### src/sv/eft_pkg.sv
`timescale 1ns / 1ps
// Shared types, constants and trig tables of the ellipse fan tessellator.
package eft_pkg;

  localparam int TableEntries = 64;
  localparam int IdxW         = $clog2(TableEntries);
  localparam int SegW         = 6;
  localparam int CntW         = (IdxW + 1 > SegW) ? IdxW + 1 : SegW;
  localparam int DenW         = SegW + 1;
  localparam int NumMax       = 2 * (TableEntries - 1) * (TableEntries - 1) + (TableEntries - 1);
  localparam int NumW         = $clog2(NumMax + 1);
  localparam int DivCntW      = $clog2(NumW);
  localparam int TurnW        = 17 + $clog2(2 * (TableEntries - 1)) + 1;
  localparam int AddrW        = 3;
  localparam int DataW        = 32;
  localparam int ProdW        = 48;

  localparam logic RegMinSegments = 1'b0;
  localparam logic [SegW-1:0] MinSegmentsReset = SegW'(4);

  localparam longint unsigned Q30One    = 64'd1 << 30;
  localparam longint unsigned PiHalfQ30 = 64'd1686629713;

  typedef struct packed {
    logic               req_type;
    logic signed [31:0] center_x;
    logic signed [31:0] center_y;
    logic signed [31:0] center_z;
    logic [30:0]        radius_x;
    logic [30:0]        radius_y;
    logic [16:0]        start_turn;
    logic [16:0]        end_turn;
    logic [5:0]         segment_count;
    logic [31:0]        rgba;
  } req_t;

  typedef struct packed {
    logic signed [31:0] hub_x;
    logic signed [31:0] hub_y;
    logic signed [31:0] vertex_z;
    logic signed [31:0] new_rim_x;
    logic signed [31:0] new_rim_y;
    logic signed [31:0] old_rim_x;
    logic signed [31:0] old_rim_y;
    logic [31:0]        tri_color;
    logic               last_triangle;
  } tri_t;

  typedef enum logic [2:0] {
    StIdle,
    StSetup,
    StMulX,
    StMulY,
    StAddY,
    StEmit,
    StDivGo,
    StDivWait
  } eft_state_e;

  typedef logic signed [15:0] trig_tbl_t [TableEntries];

  function automatic logic signed [15:0] to_q15(longint unsigned v);
    longint unsigned r;
    r = (v + 64'd16384) >> 15;
    return (r > 64'd32767) ? 16'sd32767 : 16'(r);
  endfunction

  // sel = 0 builds cosine, sel = 1 builds sine; Q2.30 Taylor series per entry
  function automatic trig_tbl_t build_table(bit sel);
    trig_tbl_t         tbl;
    longint unsigned   p, quad, rem, x, x2, t, term, s, c;
    logic signed [15:0] cs, sn;
    for (int i = 0; i < TableEntries; i++) begin
      p    = ((longint'(i) << 32) + TableEntries / 2) / TableEntries;
      quad = (p >> 30) & 64'd3;
      rem  = p & (Q30One - 64'd1);
      x    = (rem * PiHalfQ30 + (64'd1 << 29)) >> 30;
      x2   = (x * x) >> 30;
      t    = Q30One;
      t    = Q30One - ((x2 * t) >> 30) / 156;
      t    = Q30One - ((x2 * t) >> 30) / 110;
      t    = Q30One - ((x2 * t) >> 30) / 72;
      t    = Q30One - ((x2 * t) >> 30) / 42;
      t    = Q30One - ((x2 * t) >> 30) / 20;
      t    = Q30One - ((x2 * t) >> 30) / 6;
      s    = (x * t) >> 30;
      t    = Q30One;
      t    = Q30One - ((x2 * t) >> 30) / 132;
      t    = Q30One - ((x2 * t) >> 30) / 90;
      t    = Q30One - ((x2 * t) >> 30) / 56;
      t    = Q30One - ((x2 * t) >> 30) / 30;
      t    = Q30One - ((x2 * t) >> 30) / 12;
      term = ((x2 * t) >> 30) / 2;
      c    = (term > Q30One) ? 64'd0 : Q30One - term;
      cs   = to_q15(c);
      sn   = to_q15(s);
      unique case (quad[1:0])
        2'd0: tbl[i] = sel ? sn : cs;
        2'd1: tbl[i] = sel ? cs : -sn;
        2'd2: tbl[i] = sel ? -sn : -cs;
        default: tbl[i] = sel ? -cs : sn;
      endcase
    end
    tbl[TableEntries-1] = sel ? 16'sd0 : 16'sd32767;
    return tbl;
  endfunction

  localparam trig_tbl_t CosTable = build_table(1'b0);
  localparam trig_tbl_t SinTable = build_table(1'b1);

endpackage

### src/sv/eft_if.sv
`timescale 1ns / 1ps
// Request and triangle stream interfaces.
interface eft_req_if;
  logic          valid;
  logic          ready;
  eft_pkg::req_t payload;
  modport source(output valid, output payload, input ready);
  modport sink(input valid, input payload, output ready);
endinterface

interface eft_tri_if;
  logic          valid;
  logic          ready;
  eft_pkg::tri_t payload;
  modport source(output valid, output payload, input ready);
  modport sink(input valid, input payload, output ready);
endinterface

### src/sv/eft_div.sv
`timescale 1ns / 1ps
// Bit-serial restoring divider for the rim table index.
module eft_div (
  input  logic                        clk_i,
  input  logic                        rst_ni,
  input  logic                        start_i,
  input  logic [eft_pkg::NumW-1:0]    num_i,
  input  logic [eft_pkg::DenW-1:0]    den_i,
  output logic                        done_o,
  output logic [eft_pkg::NumW-1:0]    quo_o
);

  logic                          busy_q, busy_d;
  logic                          done_q, done_d;
  logic [eft_pkg::DivCntW-1:0]   cnt_q, cnt_d;
  logic [eft_pkg::DenW-1:0]      rem_q, rem_d;
  logic [eft_pkg::NumW-1:0]      quo_q, quo_d;
  logic [eft_pkg::DenW:0]        trial;
  logic                          qbit;

  always_comb begin
    busy_d = busy_q;
    done_d = 1'b0;
    cnt_d  = cnt_q;
    rem_d  = rem_q;
    quo_d  = quo_q;
    trial  = {rem_q, quo_q[eft_pkg::NumW-1]};
    qbit   = (trial >= {1'b0, den_i});
    if (start_i) begin
      busy_d = 1'b1;
      cnt_d  = '0;
      rem_d  = '0;
      quo_d  = num_i;
    end else if (busy_q) begin
      rem_d = qbit ? eft_pkg::DenW'(trial - {1'b0, den_i}) : eft_pkg::DenW'(trial);
      quo_d = {quo_q[eft_pkg::NumW-2:0], qbit};
      cnt_d = cnt_q + 1'b1;
      if (cnt_q == eft_pkg::DivCntW'(eft_pkg::NumW - 1)) begin
        busy_d = 1'b0;
        done_d = 1'b1;
      end
    end
  end

  always_ff @(posedge clk_i or negedge rst_ni) begin
    if (!rst_ni) begin
      busy_q <= 1'b0;
      done_q <= 1'b0;
      cnt_q  <= '0;
    end else begin
      busy_q <= busy_d;
      done_q <= done_d;
      cnt_q  <= cnt_d;
    end
  end

  always_ff @(posedge clk_i) begin
    rem_q <= rem_d;
    quo_q <= quo_d;
  end

  assign done_o = done_q;
  assign quo_o  = quo_q;

endmodule

### src/sv/ellipse_fan_tessellator_core.sv
`timescale 1ns / 1ps
// Top level: ellipse / pie-slice triangle fan tessellator.
//
//   channel   dir   handshake           word
//   req_i     in    valid/ready         one ellipse or pie request
//   tri_o     out   valid/ready         one fan triangle
//   apb       in    psel/penable/pready min_segments register at 0x0
//
// Request time is set by the 13-step serial divider that forms each
// table index and the shared 16x32 multiplier, used twice per rim point.
// One request at a time.
// Reset clears control only; the sine and cosine tables are constants.
// One triangle waits in the output register; the sequencer stalls in the emit
// step while it is still full.
module ellipse_fan_tessellator_core (
  input  logic                       clk_i,
  input  logic                       rst_ni,
  eft_req_if.sink                    req_i,
  eft_tri_if.source                  tri_o,
  input  logic                       psel,
  input  logic                       penable,
  input  logic                       pwrite,
  input  logic [eft_pkg::AddrW-1:0]  paddr,
  input  logic [eft_pkg::DataW-1:0]  pwdata,
  output logic [eft_pkg::DataW-1:0]  prdata,
  output logic                       pready
);

  localparam int IdxW = eft_pkg::IdxW;
  localparam int SegW = eft_pkg::SegW;
  localparam int CntW = eft_pkg::CntW;
  localparam int NumW = eft_pkg::NumW;

  eft_pkg::eft_state_e        state_q, state_d;
  logic [SegW-1:0]            min_seg_q;
  logic [SegW-1:0]            k_q, k_d;
  logic                       out_valid_q, out_valid_d;
  eft_pkg::req_t              req_q, req_d;
  eft_pkg::tri_t              out_q, out_d;
  logic [IdxW-1:0]            first_q, first_d;
  logic [IdxW-1:0]            span_q, span_d;
  logic [SegW-1:0]            segs_q, segs_d;
  logic [IdxW-1:0]            idx_q, idx_d;
  logic signed [eft_pkg::ProdW-1:0] prod_q, prod_d;
  logic signed [31:0]         new_x_q, new_x_d, new_y_q, new_y_d;
  logic signed [31:0]         old_x_q, old_x_d, old_y_q, old_y_d;
  logic [NumW-1:0]            num_q, num_d;

  logic                       div_start, div_done;
  logic [NumW-1:0]            div_quo;
  logic signed [15:0]         mul_a;
  logic [30:0]                mul_b;
  logic signed [eft_pkg::ProdW-1:0] mul_p;
  logic signed [31:0]         add_base;
  logic signed [31:0]         add_res;
  logic [IdxW-1:0]            ti_first, ti_last;
  logic [CntW-1:0]            seg_pick;
  logic [IdxW:0]              idx_sum;
  logic                       cfg_wr;

  function automatic logic [IdxW-1:0] turn_index(logic [16:0] t);
    logic [16:0]             ts;
    logic [eft_pkg::TurnW-1:0] acc;
    ts  = (t > 17'd65536) ? 17'd65536 : t;
    acc = eft_pkg::TurnW'(ts) * eft_pkg::TurnW'(2 * (eft_pkg::TableEntries - 1))
        + eft_pkg::TurnW'(65536);
    return IdxW'(acc >> 17);
  endfunction

  function automatic logic signed [31:0] scale_add(logic signed [eft_pkg::ProdW-1:0] p,
                                                   logic signed [31:0] base);
    logic signed [eft_pkg::ProdW-1:0] rnd;
    logic [33:0]                      sum;
    rnd = p + eft_pkg::ProdW'(16384);
    sum = {{2{base[31]}}, base} + {rnd[eft_pkg::ProdW-1], rnd[eft_pkg::ProdW-1:15]};
    if (sum[33:31] == 3'b000 || sum[33:31] == 3'b111) begin
      return sum[31:0];
    end else if (sum[33]) begin
      return 32'sh8000_0000;
    end else begin
      return 32'sh7fff_ffff;
    end
  endfunction

  // shared multiplier and saturating adder
  assign mul_a    = (state_q == eft_pkg::StMulX) ? eft_pkg::CosTable[idx_q]
                                                 : eft_pkg::SinTable[idx_q];
  assign mul_b    = (state_q == eft_pkg::StMulX) ? req_q.radius_x : req_q.radius_y;
  assign mul_p    = mul_a * $signed({1'b0, mul_b});
  assign add_base = (state_q == eft_pkg::StMulY) ? req_q.center_x : req_q.center_y;
  assign add_res  = scale_add(prod_q, add_base);

  assign ti_first = turn_index(req_q.start_turn);
  assign ti_last  = turn_index(req_q.end_turn);
  assign idx_sum  = {1'b0, first_q} + (IdxW + 1)'(div_quo);

  always_comb begin
    state_d     = state_q;
    k_d         = k_q;
    out_valid_d = out_valid_q && !tri_o.ready;
    req_d       = req_q;
    out_d       = out_q;
    first_d     = first_q;
    span_d      = span_q;
    segs_d      = segs_q;
    idx_d       = idx_q;
    prod_d      = prod_q;
    new_x_d     = new_x_q;
    new_y_d     = new_y_q;
    old_x_d     = old_x_q;
    old_y_d     = old_y_q;
    num_d       = num_q;
    div_start   = 1'b0;
    seg_pick    = '0;

    unique case (state_q)
      eft_pkg::StIdle: begin
        if (req_i.valid) begin
          req_d   = req_i.payload;
          state_d = eft_pkg::StSetup;
        end
      end
      eft_pkg::StSetup: begin
        if (req_q.req_type) begin
          first_d = ti_first;
          span_d  = ti_last - ti_first;
          seg_pick = (CntW'(req_q.segment_count) < CntW'(span_d))
                   ? CntW'(req_q.segment_count) : CntW'(span_d);
        end else begin
          first_d = '0;
          span_d  = IdxW'(eft_pkg::TableEntries - 1);
          seg_pick = (CntW'(req_q.segment_count) < CntW'(min_seg_q))
                   ? CntW'(min_seg_q) : CntW'(req_q.segment_count);
          if (seg_pick > CntW'(eft_pkg::TableEntries - 1)) begin
            seg_pick = CntW'(eft_pkg::TableEntries - 1);
          end
        end
        segs_d = SegW'(seg_pick);
        idx_d  = first_d;
        k_d    = '0;
        if ((req_q.req_type && ti_last < ti_first) || seg_pick == '0) begin
          state_d = eft_pkg::StIdle;
        end else begin
          state_d = eft_pkg::StMulX;
        end
      end
      eft_pkg::StMulX: begin
        prod_d  = mul_p;
        state_d = eft_pkg::StMulY;
      end
      eft_pkg::StMulY: begin
        new_x_d = add_res;
        prod_d  = mul_p;
        state_d = eft_pkg::StAddY;
      end
      eft_pkg::StAddY: begin
        new_y_d = add_res;
        state_d = eft_pkg::StEmit;
      end
      eft_pkg::StEmit: begin
        if (k_q == '0) begin
          old_x_d = new_x_q;
          old_y_d = new_y_q;
          k_d     = SegW'(1);
          num_d   = NumW'(segs_q) + NumW'({span_q, 1'b0});
          state_d = eft_pkg::StDivGo;
        end else if (!out_valid_q || tri_o.ready) begin
          out_d.hub_x         = req_q.center_x;
          out_d.hub_y         = req_q.center_y;
          out_d.vertex_z      = req_q.center_z;
          out_d.new_rim_x     = new_x_q;
          out_d.new_rim_y     = new_y_q;
          out_d.old_rim_x     = old_x_q;
          out_d.old_rim_y     = old_y_q;
          out_d.tri_color     = req_q.rgba;
          out_d.last_triangle = (k_q == segs_q);
          out_valid_d         = 1'b1;
          old_x_d             = new_x_q;
          old_y_d             = new_y_q;
          if (k_q == segs_q) begin
            state_d = eft_pkg::StIdle;
          end else begin
            k_d     = k_q + 1'b1;
            num_d   = num_q + NumW'({span_q, 1'b0});
            state_d = eft_pkg::StDivGo;
          end
        end
      end
      eft_pkg::StDivGo: begin
        div_start = 1'b1;
        state_d   = eft_pkg::StDivWait;
      end
      eft_pkg::StDivWait: begin
        if (div_done) begin
          idx_d   = (idx_sum >= (IdxW + 1)'(eft_pkg::TableEntries))
                  ? IdxW'(eft_pkg::TableEntries - 1) : IdxW'(idx_sum);
          state_d = eft_pkg::StMulX;
        end
      end
      default: state_d = eft_pkg::StIdle;
    endcase
  end

  eft_div u_div (
    .clk_i   (clk_i),
    .rst_ni  (rst_ni),
    .start_i (div_start),
    .num_i   (num_q),
    .den_i   ({segs_q, 1'b0}),
    .done_o  (div_done),
    .quo_o   (div_quo)
  );

  assign cfg_wr = psel && penable && pwrite && (paddr[2] == eft_pkg::RegMinSegments);

  always_ff @(posedge clk_i or negedge rst_ni) begin
    if (!rst_ni) begin
      state_q     <= eft_pkg::StIdle;
      k_q         <= '0;
      out_valid_q <= 1'b0;
      min_seg_q   <= eft_pkg::MinSegmentsReset;
    end else begin
      state_q     <= state_d;
      k_q         <= k_d;
      out_valid_q <= out_valid_d;
      if (cfg_wr) begin
        min_seg_q <= pwdata[SegW-1:0];
      end
    end
  end

  always_ff @(posedge clk_i) begin
    req_q   <= req_d;
    out_q   <= out_d;
    first_q <= first_d;
    span_q  <= span_d;
    segs_q  <= segs_d;
    idx_q   <= idx_d;
    prod_q  <= prod_d;
    new_x_q <= new_x_d;
    new_y_q <= new_y_d;
    old_x_q <= old_x_d;
    old_y_q <= old_y_d;
    num_q   <= num_d;
  end

  assign req_i.ready   = (state_q == eft_pkg::StIdle);
  assign tri_o.valid   = out_valid_q;
  assign tri_o.payload = out_q;
  assign pready        = 1'b1;
  assign prdata        = (paddr[2] == eft_pkg::RegMinSegments)
                       ? eft_pkg::DataW'(min_seg_q) : '0;

endmodule

### src/flat_wrapper.sv
// flat-port wrapper written by rule: the top's interface ports become plain ports
module ellipse_fan_tessellator_core_flat 
  (clk_i, rst_ni, psel, penable, pwrite, paddr, pwdata, prdata, pready, req_i_valid, req_i_payload, req_i_ready, tri_o_valid, tri_o_payload, tri_o_ready);
  eft_req_if req_i_i ();
  eft_tri_if tri_o_i ();
  input  logic clk_i;
  input  logic rst_ni;
  input  logic psel;
  input  logic penable;
  input  logic pwrite;
  input  logic [eft_pkg::AddrW-1:0] paddr;
  input  logic [eft_pkg::DataW-1:0] pwdata;
  output logic [eft_pkg::DataW-1:0] prdata;
  output logic pready;
  input wire logic [$bits(req_i_i.valid)-1:0] req_i_valid;
  input wire logic [$bits(req_i_i.payload)-1:0] req_i_payload;
  output wire logic [$bits(req_i_i.ready)-1:0] req_i_ready;
  output wire logic [$bits(tri_o_i.valid)-1:0] tri_o_valid;
  output wire logic [$bits(tri_o_i.payload)-1:0] tri_o_payload;
  input wire logic [$bits(tri_o_i.ready)-1:0] tri_o_ready;
  assign req_i_i.valid = req_i_valid;
  assign req_i_i.payload = req_i_payload;
  assign req_i_ready = req_i_i.ready;
  assign tri_o_valid = tri_o_i.valid;
  assign tri_o_payload = tri_o_i.payload;
  assign tri_o_i.ready = tri_o_ready;
  ellipse_fan_tessellator_core u_core (.clk_i(clk_i), .rst_ni(rst_ni), .req_i(req_i_i), .tri_o(tri_o_i), .psel(psel), .penable(penable), .pwrite(pwrite), .paddr(paddr), .pwdata(pwdata), .prdata(prdata), .pready(pready));
endmodule
### config.mk
export PLATFORM = sky130hd
export DESIGN_NAME = ellipse_fan_tessellator_core_flat
export DESIGN_NICKNAME = d
export VERILOG_FILES = /design/src/sv/eft_pkg.sv /design/src/sv/eft_if.sv /design/src/sv/eft_div.sv /design/src/sv/ellipse_fan_tessellator_core.sv /design/src/flat_wrapper.sv
export SDC_FILE = /design/constraint.sdc
export NUM_CORES = 2
export LEC_CHECK = 0
export ABC_AREA = 1
export BUFFER_PORTS_ARGS = -buffer_cell sky130_fd_sc_hd__buf_4
export CAP_MARGIN = 20
export CELL_PAD_IN_SITES_DETAIL_PLACEMENT = 0
export CELL_PAD_IN_SITES_GLOBAL_PLACEMENT = 2
export CORE_ASPECT_RATIO = 0.6
export CORE_MARGIN = 2
export CORE_UTILIZATION = 43
export CTS_BUF_LIST = sky130_fd_sc_hd__clkbuf_8
export DETAILED_ROUTE_END_ITERATION = 10
export PLACE_DENSITY = 0.95
export SYNTH_ARGS = -nofsm -noshare
export SYNTH_HDL_FRONTEND = slang
export SYNTH_SLANG_ARGS = --single-unit
### constraint.sdc
create_clock -name clk_i -period 31.6 [get_ports clk_i]
set_clock_uncertainty 0.2 [all_clocks]
set_input_delay 1.58 -clock clk_i [delete_from_list [all_inputs] [get_ports clk_i]]
set_output_delay 1.58 -clock clk_i [all_outputs]
set_load 0.05 [all_outputs]
==> parameters.txt <==
Parameter                              Value

Outcome
  Result of the run ... completed

Setup path
  Critical path fanouts, max ... 29
  Cells on worst reg2reg path ... 30
  Critical Path AT ... roughly 9.7 ns
  Kind of end point of the critical path ... flip-flop
  Start point of the critical path ... u_core.idx_q[2]
  Startpoint of the most critical register-to-register path ... u_core.idx_q[2]
  Register-to-register setup slack ... 22.27 ns
  Biggest cell delay along the critical path ... 1.02 ns
  Last element of the critical path ... u_core.prod_q[39]
  Max stage delay cell, worst path ... sky130_fd_sc_hd__edfxtp_1
  Critical Path Source Type ... flip-flop
  Data required, critical path ... about 32 ns
  Crit Path Category ... reg -> reg
  Reg2Reg Capture Point ... u_core.prod_q[39]

Routing
  TritonRoute pass-1 iters ... 5
  Vias per cell ... 5.098
  Vias post-DR ... approximately 37k
  Final routed DRC violation total ... 0
  Iteration-0 DRC Markers ... 3434
  Wire length reported by the detailed router ... 146.7 mm
  Avg WL per Cell ... 20.36 um
  Antenna Violating Nets Remaining ... 0

Clock tree
  Clock transition time at the flip-flop clock pins of the worst setup and hold paths ... 0.07 ns
  Clock Tree Root ... sky130_fd_sc_hd__clkbuf_8
  Number of sinks on the clock net ... 729
  Longest Clk Path Bufs ... 3
  Clock latency reported for the late side of the worst-skew pair ... between 0.8 and 0.9 ns
  Hold bufs inserted after CTS ... 0
  Clock buffers created by TritonCTS ... 104
  Number of H-tree levels ... 3
  Buffers inserted by post-CTS timing repair ... 0
  CTS tree ... yes
  Post-CTS Resized ... 0

STA
  RSZ-0062 raised after global routing ... no
  Slew margin rel. ... 26.54%
  Final number of max-transition violations ... 0
  Final worst-path cycle share ... 29.52%
  Number of failing hold endpoints at the final stage ... 0
  Post-route minimum period ... between 9 and 10 ns
  Worst Tran Pin Value ... 1.095 ns
  Number of setup violations in the final report ... 0
  Total Negative Setup Slacks ... 0 ns
  Achievable Freq ... 0.1072 GHz

Logic synthesis
  Cell accounting for the most synthesized area ... sky130_fd_sc_hd__edfxtp_1
  Fraction of synthesized area in multiplexers ... less than 1%
  Synth Area in Compound Gates ... 6.770%
  Post-synthesis simple-gate area fraction ... approximately 14%
  Count of warnings emitted by yosys ... 0
  Register area share after synthesis ... 42.55%
  Ranking of synthesized cells by area ... sky130_fd_sc_hd__edfxtp_1 41%, sky130_fd_sc_hd__fa_1 19%, sky130_fd_sc_hd__ha_1 7.4%
  Per-instance average area after synthesis ... 10.26 um2
  Fraction of post-synthesis cell area in the top cell type by area ... 41.19%
  Dominant combinational cell family by area after synthesis ... adder cells
  Number of instances in the synthesized netlist ... 4975
  Number of synthesized register bits ... around 730
  Mapped Area ... about 50000 um2
  Top flip-flop cell by instance count after synthesis ... sky130_fd_sc_hd__edfxtp_1
  Async SR Flop Fraction ... 3.018%
  Number of flops mapped to enable cells by yosys ... 700
  Post-Synth Adder-Cell Area ... about a quarter
  Xor and xnor area share after synthesis ... 2.278%
  Netlist cell types ... 78

GRT
  Pin count of the biggest net entering global routing ... 157
  Number of antenna violations at the first check in global routing ... 6
  Global route overflow ... 0
  Vias in the first global route ... approximately 36k
  GRT Resource Usage Total ... ~24%
  Global-route wire length before repair ... 223.4 mm

Placed design
  IO Port Bufs ... 509
  HPWL after detailed placement ... 116.6 mm
  Routability-driven placement congestion ratio ... 0.9243

Floorplan
  Number of I/O pins ... 565
  Die Ht ... 270.8 um
  FP Rows ... 97
  Starting utilization of the core area ... between 40 and 50%
  Total Die Area ... about 120000 um2
  Die X-Extent ... 448.7 um
  Core area ... about 120000 um2

Layout
  Top library cells by usage in the layout, fill and taps aside ... 972 x sky130_fd_sc_hd__nand2_1, 911 x sky130_fd_sc_hd__inv_1, 700 x sky130_fd_sc_hd__edfxtp_1
  Fraction of layout cells with a size suffix above 1 ... between 15 and 20%
  Post-layout nets ... between 6k and 7k
  Filler cells ... 10.66k
  Synthesis-to-finish area growth ... 15.32%
  Most common cell after layout, fill and taps aside ... sky130_fd_sc_hd__nand2_1

Worst hold path
  Type of the worst min-delay path ... reg -> reg

Run
  Max Cap Viol ... 0
[worst max-delay path, delay by kind of cell (launching register included)]
kind	cells	cell delay [ns]
AOI/OAI and AO/OA	10	2.10
xor gates and xnor gates	1	0.16
adders and majority gates	7	3.47
buffers and inverters	9	1.56
DFF	1	1.02
and+or+nand+nor	3	0.56
[synth_stat cells, types with 4 or more instances]
master                      instances
sky130_fd_sc_hd__nand2_1          973
sky130_fd_sc_hd__inv_1            889
sky130_fd_sc_hd__edfxtp_1         700
sky130_fd_sc_hd__nor2_1           492
sky130_fd_sc_hd__fa_1             483
sky130_fd_sc_hd__ha_1             303
sky130_fd_sc_hd__a21oi_1          204
sky130_fd_sc_hd__o21ai_0          166
sky130_fd_sc_hd__xor2_1            91
sky130_fd_sc_hd__nand3_1           88
sky130_fd_sc_hd__buf_2             41
sky130_fd_sc_hd__nand2_2           40
sky130_fd_sc_hd__xnor2_1           38
sky130_fd_sc_hd__buf_4             37
sky130_fd_sc_hd__clkbuf_1          36
sky130_fd_sc_hd__a31oi_1           28
sky130_fd_sc_hd__nor3_1            28
sky130_fd_sc_hd__o21ai_2           28
sky130_fd_sc_hd__nand4_1           23
sky130_fd_sc_hd__dfrtp_1           21
sky130_fd_sc_hd__inv_2             18
sky130_fd_sc_hd__nor4_1            18
sky130_fd_sc_hd__o22ai_1           18
sky130_fd_sc_hd__o211ai_1          17
sky130_fd_sc_hd__o21a_1            14
sky130_fd_sc_hd__o21bai_1          14
sky130_fd_sc_hd__a21o_1            12
sky130_fd_sc_hd__a211oi_1          11
sky130_fd_sc_hd__buf_6             11
sky130_fd_sc_hd__o21ai_1           11
sky130_fd_sc_hd__nor2_4            10
sky130_fd_sc_hd__o2111ai_1          9
sky130_fd_sc_hd__or2_2              9
sky130_fd_sc_hd__dfxtp_1            7
sky130_fd_sc_hd__nand3_2            6
sky130_fd_sc_hd__a21boi_0           5
sky130_fd_sc_hd__nand2_4            5
sky130_fd_sc_hd__nor2_2             5
sky130_fd_sc_hd__a221oi_1           4
sky130_fd_sc_hd__o31ai_1            4
[cells by family after synthesis]
logic type      after synthesis
buf+inv                    1041
xor+xnor                    131
flops                       729
fa+ha+maj                   786
other cells                   2
mux                           1
simple gates               1710
compound gates              575
[flip-flops by register name, indices dropped and copies added (netlist names)]
signal / flops
u_core.state_q: 3
u_core.new_y_q: 32
u_core.tri_o.payload: 257
u_core.new_x_q: 32
u_core.u_div.rem_q: 7
u_core.old_x_q: 32
u_core.span_q: 6
u_core.tri_o.valid: 1
u_core.u_div.cnt_q: 4
u_core.k_q: 6
u_core.min_seg_q: 6
u_core.first_q: 6
u_core.u_div.busy_q: 1
u_core.u_div.done_o: 1
u_core.old_y_q: 32
u_core.segs_q: 6
u_core.req_q: 231
u_core.num_q: 13
u_core.prod_q: 34
u_core.u_div.quo_o: 13
u_core.idx_q: 6
[area by class of cell]
type | instances | area (um2) | share of cell area (%)
flip-flops and latches | 729 | 21710 | 36.90
diodes | 4 | 10.01 | 0.01701
well taps | 1584 | 1982 | 3.368
inverters | 912 | 3431 | 5.830
clock buffers | 105 | 1445 | 2.456
repair buffers | 557 | 4222 | 7.174
clock inverters | 86 | 775.7 | 1.318
multi-input cells | 3230 | 25270 | 42.94
[stage by stage]
| stage | cell area (um2) | setup slack (ns) | cells | hold slack (ns) | util (%) |
|---|---|---|---|---|---|
| after floorplan | 51120 | 18.22 | 5000 | 0.2003 | - |
| after global placement | 56570 | 22.48 | 7010 | 0.2006 | 48.25 |
| after detailed placement | 56600 | 22.52 | 7011 | 0.2045 | 48.28 |
| after CTS | 58820 | 22.55 | 7202 | 0.1689 | 50.17 |
| after global routing | 58850 | 21.80 | 7207 | 0.1720 | 50.19 |
| final | 58850 | 22.27 | 7207 | 0.1848 | 50.19 |
[metal layers]
layer,vias to the layer above,global-route usage [%],part of all wire (%)
met5,-,0,0.018
met4,4,5.068,1.8
met3,158,6.008,9.6
met2,1514,32.92,40
met1,17975,38.09,49
li1,17090,-,-
[worst min path at each step]
stage	start	end	slack, ns	depth (start not counted)
finish	u_core.old_y_q[1]	u_core.tri_o.payload[34]	0.18	0
detailed placement	u_core.req_q[10]	u_core.tri_o.payload[11]	0.20	0
global route	u_core.old_y_q[1]	u_core.tri_o.payload[34]	0.17	0
floorplan	u_core.req_q[9]	u_core.tri_o.payload[10]	0.20	0
global placement	u_core.req_q[149]	u_core.tri_o.payload[176]	0.20	0
CTS	u_core.old_y_q[1]	u_core.tri_o.payload[34]	0.17	0
Power is not shown: default switching activity piles up to over one toggle a cycle in this logic, so the estimate is an artifact.
